===== src/kvi_pkg.sv =====
// kvi_pkg: shared types, codes and helpers for the keyframe interpolator
// used by kvi_ctrl, kvi_datapath and keyframe_vec3_interpolator_unit
// no dependencies
package kvi_pkg;

    // default parameter values
    localparam int KEY_DEPTH_DEF = 64;
    localparam int FRAC_BITS_DEF = 16;

    // fixed widths
    localparam int DATA_W      = 32;
    localparam int MUL_W       = 33;
    localparam int PROD_W      = 66;
    localparam int ACC_W       = 72;
    localparam int IN_TDATA_W  = 328;
    localparam int OUT_TDATA_W = 96;
    localparam int CFG_DATA_W  = 7;

    // item opcodes (s_tuser)
    localparam logic OP_WRITE  = 1'b0;
    localparam logic OP_SAMPLE = 1'b1;

    // configuration register indexes
    localparam logic REG_KEY_COUNT   = 1'b0;
    localparam logic REG_INTERP_MODE = 1'b1;

    // interpolation modes
    localparam logic [1:0] MODE_STEP    = 2'd0;
    localparam logic [1:0] MODE_LINEAR  = 2'd1;
    localparam logic [1:0] MODE_HERMITE = 2'd2;

    // multiplier operand a select
    localparam logic [3:0] ASEL_T    = 4'd0;
    localparam logic [3:0] ASEL_T2   = 4'd1;
    localparam logic [3:0] ASEL_DIFF = 4'd2;
    localparam logic [3:0] ASEL_TOUT = 4'd3;
    localparam logic [3:0] ASEL_TIN  = 4'd4;
    localparam logic [3:0] ASEL_H00  = 4'd5;
    localparam logic [3:0] ASEL_H01  = 4'd6;
    localparam logic [3:0] ASEL_H10  = 4'd7;
    localparam logic [3:0] ASEL_H11  = 4'd8;

    // multiplier operand b select
    localparam logic [2:0] BSEL_T    = 3'd0;
    localparam logic [2:0] BSEL_DT   = 3'd1;
    localparam logic [2:0] BSEL_P0   = 3'd2;
    localparam logic [2:0] BSEL_P1   = 3'd3;
    localparam logic [2:0] BSEL_M0LO = 3'd4;
    localparam logic [2:0] BSEL_M0HI = 3'd5;
    localparam logic [2:0] BSEL_M1LO = 3'd6;
    localparam logic [2:0] BSEL_M1HI = 3'd7;

    // product write-back actions
    localparam logic [3:0] WB_NONE    = 4'd0;
    localparam logic [3:0] WB_T2      = 4'd1;
    localparam logic [3:0] WB_T3      = 4'd2;
    localparam logic [3:0] WB_HBASIS  = 4'd3;
    localparam logic [3:0] WB_LIN     = 4'd4;
    localparam logic [3:0] WB_M0      = 4'd5;
    localparam logic [3:0] WB_M1      = 4'd6;
    localparam logic [3:0] WB_ACC_SET = 4'd7;
    localparam logic [3:0] WB_ACC_ADD = 4'd8;
    localparam logic [3:0] WB_ACC_HI  = 4'd9;
    localparam logic [3:0] WB_FINAL   = 4'd10;

    // micro programs
    localparam logic [1:0] PROG_PRE  = 2'd0;
    localparam logic [1:0] PROG_HERM = 2'd1;
    localparam logic [1:0] PROG_LIN  = 2'd2;

    // saturation bounds
    localparam logic signed [ACC_W-1:0] SAT_MAX =
        $signed({{(ACC_W-32){1'b0}}, 32'h7FFF_FFFF});
    localparam logic signed [ACC_W-1:0] SAT_MIN =
        $signed({{(ACC_W-32){1'b1}}, 32'h8000_0000});

    // one keyframe table row
    typedef struct packed {
        logic [2:0][DATA_W-1:0] tout;
        logic [2:0][DATA_W-1:0] tin;
        logic [2:0][DATA_W-1:0] val;
        logic [DATA_W-1:0]      time_pt;
    } key_row_t;

    // one micro step: operand selects for this cycle, write-back of last product
    typedef struct packed {
        logic [3:0] a_sel;
        logic [2:0] b_sel;
        logic [3:0] wb;
        logic       last;
    } ucode_t;

    // controller to datapath commands
    typedef struct packed {
        logic       wr;
        logic       capture;
        logic       rd_en;
        logic       load_prev;
        logic       load_next;
        logic       div_init;
        logic       div_step;
        logic       res_zero;
        logic       res_direct;
        logic       uc_en;
        ucode_t     uc;
        logic [1:0] comp;
        logic       publish;
    } dp_cmd_t;

    // datapath to controller status
    typedef struct packed {
        logic rd_gt;
        logic rd_lt;
    } dp_stat_t;

    // micro program rom
    function automatic ucode_t ucode(input logic [1:0] prog, input logic [3:0] step);
        ucode_t u;
        u = '{a_sel: ASEL_T, b_sel: BSEL_T, wb: WB_NONE, last: 1'b0};
        case (prog)
            PROG_PRE:
            begin
                case (step)
                    4'd0: u = '{a_sel: ASEL_T,  b_sel: BSEL_T, wb: WB_NONE,   last: 1'b0};
                    4'd1: u = '{a_sel: ASEL_T,  b_sel: BSEL_T, wb: WB_T2,     last: 1'b0};
                    4'd2: u = '{a_sel: ASEL_T2, b_sel: BSEL_T, wb: WB_NONE,   last: 1'b0};
                    4'd3: u = '{a_sel: ASEL_T2, b_sel: BSEL_T, wb: WB_T3,     last: 1'b0};
                    default: u = '{a_sel: ASEL_T, b_sel: BSEL_T, wb: WB_HBASIS, last: 1'b1};
                endcase
            end
            PROG_HERM:
            begin
                case (step)
                    4'd0: u = '{a_sel: ASEL_TOUT, b_sel: BSEL_DT,   wb: WB_NONE,    last: 1'b0};
                    4'd1: u = '{a_sel: ASEL_TIN,  b_sel: BSEL_DT,   wb: WB_M0,      last: 1'b0};
                    4'd2: u = '{a_sel: ASEL_H00,  b_sel: BSEL_P0,   wb: WB_M1,      last: 1'b0};
                    4'd3: u = '{a_sel: ASEL_H01,  b_sel: BSEL_P1,   wb: WB_ACC_SET, last: 1'b0};
                    4'd4: u = '{a_sel: ASEL_H10,  b_sel: BSEL_M0LO, wb: WB_ACC_ADD, last: 1'b0};
                    4'd5: u = '{a_sel: ASEL_H10,  b_sel: BSEL_M0HI, wb: WB_ACC_ADD, last: 1'b0};
                    4'd6: u = '{a_sel: ASEL_H11,  b_sel: BSEL_M1LO, wb: WB_ACC_HI,  last: 1'b0};
                    4'd7: u = '{a_sel: ASEL_H11,  b_sel: BSEL_M1HI, wb: WB_ACC_ADD, last: 1'b0};
                    4'd8: u = '{a_sel: ASEL_T,    b_sel: BSEL_T,    wb: WB_ACC_HI,  last: 1'b0};
                    default: u = '{a_sel: ASEL_T, b_sel: BSEL_T,    wb: WB_FINAL,   last: 1'b1};
                endcase
            end
            default:
            begin
                case (step)
                    4'd0: u = '{a_sel: ASEL_DIFF, b_sel: BSEL_T, wb: WB_NONE, last: 1'b0};
                    default: u = '{a_sel: ASEL_T, b_sel: BSEL_T, wb: WB_LIN,  last: 1'b1};
                endcase
            end
        endcase
        return u;
    endfunction

    // clamp to the signed 32-bit range
    function automatic logic [DATA_W-1:0] sat32(input logic signed [ACC_W-1:0] v);
        logic [DATA_W-1:0] r;
        if (v > SAT_MAX)
            r = 32'h7FFF_FFFF;
        else if (v < SAT_MIN)
            r = 32'h8000_0000;
        else
            r = v[DATA_W-1:0];
        return r;
    endfunction

endpackage


===== src/kvi_ctrl.sv =====
// kvi_ctrl: controller for the keyframe interpolator
// holds configuration registers, key search, divider and micro program sequencing
// depends on kvi_pkg
module kvi_ctrl #(
    parameter int KEY_DEPTH = kvi_pkg::KEY_DEPTH_DEF,
    parameter int FRAC_BITS = kvi_pkg::FRAC_BITS_DEF,
    parameter int AW        = $clog2(KEY_DEPTH)
) (
    input  logic                              clk,
    input  logic                              rst_n,
    input  logic                              s_tvalid,
    output logic                              s_tready,
    input  logic                              s_tuser,
    output logic                              m_tvalid,
    input  logic                              m_tready,
    input  logic                              cfg_valid,
    output logic                              cfg_ready,
    input  logic                              cfg_index,
    input  logic [kvi_pkg::CFG_DATA_W-1:0]    cfg_data,
    input  kvi_pkg::dp_stat_t                 stat,
    output kvi_pkg::dp_cmd_t                  cmd,
    output logic [AW-1:0]                     rd_addr
);

    localparam int NW    = $clog2(KEY_DEPTH + 1);
    localparam int CNT_W = $clog2(FRAC_BITS + 1);

    localparam logic [3:0] ST_IDLE   = 4'd0;
    localparam logic [3:0] ST_CHK0   = 4'd1;
    localparam logic [3:0] ST_CHKL   = 4'd2;
    localparam logic [3:0] ST_SCAN0  = 4'd3;
    localparam logic [3:0] ST_SCAN   = 4'd4;
    localparam logic [3:0] ST_DIVI   = 4'd5;
    localparam logic [3:0] ST_DIV    = 4'd6;
    localparam logic [3:0] ST_MUL    = 4'd7;
    localparam logic [3:0] ST_DIRECT = 4'd8;
    localparam logic [3:0] ST_DONE   = 4'd9;

    logic [3:0]       state_reg, state_next;
    logic [6:0]       key_count_reg;
    logic [1:0]       mode_reg;
    logic [NW-1:0]    n_reg, n_next;
    logic [NW-1:0]    idx_reg, idx_next;
    logic [CNT_W-1:0] cnt_reg, cnt_next;
    logic [1:0]       prog_reg, prog_next;
    logic [3:0]       step_reg, step_next;
    logic [1:0]       comp_reg, comp_next;
    logic             out_valid_reg, out_valid_next;
    logic [NW-1:0]    n_cur;
    logic [NW-1:0]    last_idx;
    kvi_pkg::ucode_t  uc;

    assign cfg_ready = 1'b1;
    assign s_tready  = (state_reg == ST_IDLE);
    assign m_tvalid  = out_valid_reg;
    assign uc        = kvi_pkg::ucode(prog_reg, step_reg);
    assign last_idx  = n_reg - NW'(1);

    // usable key count
    always_comb
    begin
        if (32'(key_count_reg) < 32'(KEY_DEPTH))
            n_cur = NW'(key_count_reg);
        else
            n_cur = NW'(KEY_DEPTH);
    end

    // configuration registers
    always_ff @(posedge clk or negedge rst_n)
    begin
        if (!rst_n)
        begin
            key_count_reg <= '0;
            mode_reg      <= kvi_pkg::MODE_LINEAR;
        end
        else if (cfg_valid && cfg_ready)
        begin
            if (cfg_index == kvi_pkg::REG_KEY_COUNT)
                key_count_reg <= cfg_data;
            else
                mode_reg <= cfg_data[1:0];
        end
    end

    // next state and commands
    always_comb
    begin
        state_next     = state_reg;
        n_next         = n_reg;
        idx_next       = idx_reg;
        cnt_next       = cnt_reg;
        prog_next      = prog_reg;
        step_next      = step_reg;
        comp_next      = comp_reg;
        out_valid_next = m_tready ? 1'b0 : out_valid_reg;
        rd_addr        = '0;
        cmd            = '0;
        cmd.uc         = uc;
        cmd.comp       = comp_reg;
        case (state_reg)
            ST_IDLE:
            begin
                if (s_tvalid)
                begin
                    if (s_tuser == kvi_pkg::OP_WRITE)
                        cmd.wr = 1'b1;
                    else
                    begin
                        cmd.capture = 1'b1;
                        n_next      = n_cur;
                        if (n_cur == '0)
                        begin
                            cmd.res_zero = 1'b1;
                            state_next   = ST_DONE;
                        end
                        else
                        begin
                            cmd.rd_en  = 1'b1;
                            state_next = ST_CHK0;
                        end
                    end
                end
            end
            ST_CHK0:
            begin
                if (n_reg == NW'(1) || !stat.rd_lt)
                begin
                    cmd.load_prev = 1'b1;
                    state_next    = ST_DIRECT;
                end
                else
                begin
                    cmd.rd_en  = 1'b1;
                    rd_addr    = last_idx[AW-1:0];
                    state_next = ST_CHKL;
                end
            end
            ST_CHKL:
            begin
                if (!stat.rd_gt)
                begin
                    cmd.load_prev = 1'b1;
                    state_next    = ST_DIRECT;
                end
                else
                begin
                    cmd.rd_en  = 1'b1;
                    state_next = ST_SCAN0;
                end
            end
            ST_SCAN0:
            begin
                cmd.load_prev = 1'b1;
                cmd.rd_en     = 1'b1;
                idx_next      = NW'(1);
                rd_addr       = idx_next[AW-1:0];
                state_next    = ST_SCAN;
            end
            ST_SCAN:
            begin
                // first key later than the query time ends the scan
                if (stat.rd_gt)
                begin
                    cmd.load_next = 1'b1;
                    state_next    = ST_DIVI;
                end
                else
                begin
                    cmd.load_prev = 1'b1;
                    cmd.rd_en     = 1'b1;
                    idx_next      = idx_reg + NW'(1);
                    rd_addr       = idx_next[AW-1:0];
                end
            end
            ST_DIVI:
            begin
                cmd.div_init = 1'b1;
                cnt_next     = '0;
                state_next   = ST_DIV;
            end
            ST_DIV:
            begin
                cmd.div_step = 1'b1;
                cnt_next     = cnt_reg + CNT_W'(1);
                if (cnt_reg == CNT_W'(FRAC_BITS - 1))
                begin
                    step_next = '0;
                    comp_next = '0;
                    if (mode_reg == kvi_pkg::MODE_STEP)
                        state_next = ST_DIRECT;
                    else if (mode_reg == kvi_pkg::MODE_HERMITE)
                    begin
                        prog_next  = kvi_pkg::PROG_PRE;
                        state_next = ST_MUL;
                    end
                    else
                    begin
                        prog_next  = kvi_pkg::PROG_LIN;
                        state_next = ST_MUL;
                    end
                end
            end
            ST_MUL:
            begin
                cmd.uc_en = 1'b1;
                if (uc.last)
                begin
                    step_next = '0;
                    if (prog_reg == kvi_pkg::PROG_PRE)
                        prog_next = kvi_pkg::PROG_HERM;
                    else if (comp_reg == 2'd2)
                        state_next = ST_DONE;
                    else
                        comp_next = comp_reg + 2'd1;
                end
                else
                    step_next = step_reg + 4'd1;
            end
            ST_DIRECT:
            begin
                cmd.res_direct = 1'b1;
                state_next     = ST_DONE;
            end
            ST_DONE:
            begin
                if (!out_valid_reg || m_tready)
                begin
                    cmd.publish    = 1'b1;
                    out_valid_next = 1'b1;
                    state_next     = ST_IDLE;
                end
            end
            default:
            begin
                state_next = ST_IDLE;
            end
        endcase
    end

    // control registers
    always_ff @(posedge clk or negedge rst_n)
    begin
        if (!rst_n)
        begin
            state_reg     <= ST_IDLE;
            n_reg         <= '0;
            idx_reg       <= '0;
            cnt_reg       <= '0;
            prog_reg      <= kvi_pkg::PROG_PRE;
            step_reg      <= '0;
            comp_reg      <= '0;
            out_valid_reg <= 1'b0;
        end
        else
        begin
            state_reg     <= state_next;
            n_reg         <= n_next;
            idx_reg       <= idx_next;
            cnt_reg       <= cnt_next;
            prog_reg      <= prog_next;
            step_reg      <= step_next;
            comp_reg      <= comp_next;
            out_valid_reg <= out_valid_next;
        end
    end

endmodule


===== config.mk =====
export PLATFORM = sky130hd
export DESIGN_NAME = kvi_ctrl
export DESIGN_NICKNAME = d
export VERILOG_FILES = /design/src/kvi_pkg.sv /design/src/kvi_ctrl.sv
export SDC_FILE = /design/constraint.sdc
export NUM_CORES = 1
export LEC_CHECK = 0
export BUFFER_PORTS_ARGS = -buffer_cell sky130_fd_sc_hd__clkbuf_2
export CAP_MARGIN = 20
export CORE_MARGIN = 2
export CORE_UTILIZATION = 33
export CTS_CLUSTER_DIAMETER = 150
export DETAILED_ROUTE_END_ITERATION = 8
export PLACE_DENSITY_LB_ADDON = 0.3
export SLEW_MARGIN = 20
export SYNTH_ARGS = -nofsm -noshare
export SYNTH_HDL_FRONTEND = slang
export SYNTH_SLANG_ARGS = --single-unit

===== constraint.sdc =====
create_clock -name clk -period 3.9 [get_ports clk]
set_input_delay 0.39 -clock clk [delete_from_list [all_inputs] [get_ports clk]]
set_output_delay 0.39 -clock clk [all_outputs]
set_load 0.01 [all_outputs]

==> out/qor.yml <==
timing:
  fmax_mhz: 378
  tightest_slew_ns: 0.869
  post-route-period-util: 0.678
  skew_ns: 0.00785
  timing.final.hold_violations: 0
  tns_ns: 0
  setup_viol: 0
  period_needed_ns: 2.64
  whs_ns: 0.194
  rsz0062_at_grt: "false"
  slew_violations: 0
  slew_headroom: 0.421
  finalWorstSetupSlack_ns: 1.26
die:
  num_rows: 32
  fp.dieArea_um2: 8930
  die-width_um: 94.5
  start_util: 0.344
  coreArea_um2: 7850
  die_h_um: 94.5
  ios: 50
power_and_ir_drop:
  p_per_area_nw_per_um2: 653
  max-vdd-ir-drop_uv: 245
  p_leak_nw: 1.41
  p_total_mw: 2.02
logic_synthesis:
  synth-seq-cells: 40
  ys_types: 59
  synth_nets: 341
  yosys-top-cells-area: "dfrtp_1 36%, ha_1 5.6%, nand2_1 5.1%, nor2_1 4.2%, mux2_2 3.8%"
  synth_top_area_cell: "dfrtp_1"
  synth_most_common_cell: "dfrtp_1"
  synth_edf_count: 0
  syn_area_per_cell_um2: 8.63
  syn_inst: 313
  ys_seq_area_frac: 0.371
  yosys-top-cells-count: "39 x dfrtp_1, 37 x nand2_1, 30 x nor2_1"
  synthFlopType: "dfrtp_1"
  netlist_area_um2: 2700
  yosys.area.top_type_share: 0.361
  yosysWarningCount: 0
  async_flop_share: 1.00
setup_path:
  r2r_setup_slack_ns: 1.82
  crit_type: "flop to output port"
  reg2reg_to: "state_reg[2]"
  worst_setup_path_end_kind: "output port"
  critPathArrivalTime_ns: 2.25
  critPathMaxFanout: 28
  r2r.worst_path.cells: 7
  crit_required_ns: 3.51
  crit-reg2reg-launch: "step_reg[0]"
  crit_path_end: "cmd[22]"
  startpoint_type: "flop"
  critical_path.startpoint: "state_reg[0]"
drt:
  wirelength_um: 6250
  avgRoutedWirePerCell_um: 13.8
  drtIter0Drc: 214
  ant_nets: 0
  viasPerCell: 5.24
  dr.pass1.iters: 4
  vias: 2380
  drc: 0
placed_design:
  dp_slack_ns: 1.58
  gp_congestion: 0.810
  numPortBuffers: 48
  hpwl_um: 4730
clock_tree:
  clk_path_buf_depth: 2
  htree_levels: 2
  clkTransAtPathRegs_ns: 0.08
  cts-buffers-inserted: 5
  insertion_delay_ns: 0.30
  clockRootBuffer: "clkbuf_8"
  clock_sinks: 40
  cts_resized: 0
  cts_setup_buffers: 0
  cts_tree: "done"
  hold_buffers: 0
grt:
  grt_max_degree: 41
  grt_pass1_wl_um: 10800
  first_global_vias: 2297
  grt-ovfl-total: 0
  track_usage: 0.150
  antenna_found_initial: 0
layout:
  nets: 379
  area_growth_syn_to_layout_pct: 14.6
  antenna_cells: 0
  drive_gt1_frac: 0.224
  post-route-util: 0.395
flow_run:
  drv_cap: 0
min_path:
  hp-class: "input port to async pin"
status:
  status: "finished, final reports clean"
## final cells by class
type,count,area (um^2)
fillers,827,4750
multi-input cells,240,1550
flip-flops and latches,40,1000
repair buffers,48,240
well taps,102,128
clock buffers,5,68.8
inverters,16,60.1
clock inverters,3,46.3
## power by group
part / switching [mW] / leakage [nW] / internal [mW]
clock: 0.160 / 0.0548 / 0.193
sequential: 0.243 / 0.504 / 0.531
combinational: 0.496 / 0.851 / 0.400
## per-stage QoR
stage	cells	instance area, um^2
6_report	454	3100
2_1_floorplan	313	2700
5_1_grt	454	3100
3_5_place_dp	446	2980
4_1_cts	454	3100
3_3_place_gp	446	2980
## kinds of logic after synthesis
family | synth area share
and+or+nand+nor | 0.262
AOI/OAI and AO/OA | 0.170
DFF | 0.371
buffers and inverters | 0.0546
muxes | 0.0565
adders and majority gates | 0.0556
xor gates and xnor gates | 0.0292
other | 0.00139
## layout by cell type (no fill, tap or decap), drive strengths merged, types with 2 or more instances in the layout
cell     n
nor4b    5
a211oi   2
o31ai    2
a21oi   12
nor4     5
nand3   16
dfrtp   39
o22ai    4
o21ai   31
o32ai    3
nand3b   3
nor2b    7
o21a     2
or4      2
xnor2    5
mux2i    4
o21bai   2
nor3     8
nand2b  12
a21o     2
xor2     4
and2     2
a22o     2
inv     17
mux2    10
o211ai   2
clkbuf  52
ha      12
nand2   37
nor2    30
## worst min path at each step
stage / end / slack [ns] / cells past startpoint
floorplan: cnt_reg[0] / 0.09 / 0
global placement: cnt_reg[3] / 0.46 / 1
detailed placement: cnt_reg[3] / 0.48 / 1
CTS: n_reg[1] / 0.28 / 1
global route: n_reg[1] / 0.27 / 1
finish: idx_reg[4] / 0.19 / 1
## per-layer routing
| layer | GRT usage | routed length, um | vias to the layer above | part of all wire |
|---|---|---|---|---|
| li1 | - | - | 1177 | - |
| met1 | 0.216 | 3090 | 1129 | 0.49 |
| met2 | 0.220 | 2770 | 70 | 0.44 |
| met3 | 0.0431 | 353 | 4 | 0.056 |
| met4 | 0.0374 | 38 | 0 | 0.0061 |
| met5 | 0 | 0 | - | 0 |
## worst max-delay path, cell delays in order (launching register included)
cell and delay, ns:
dfrtp_1 0.69, nor4_4 0.53, nand3_2 0.28, o22a_1 0.24, nand2_1 0.07, clkbuf_2 0.13
Note: power is estimated with default switching activity, not from simulation.
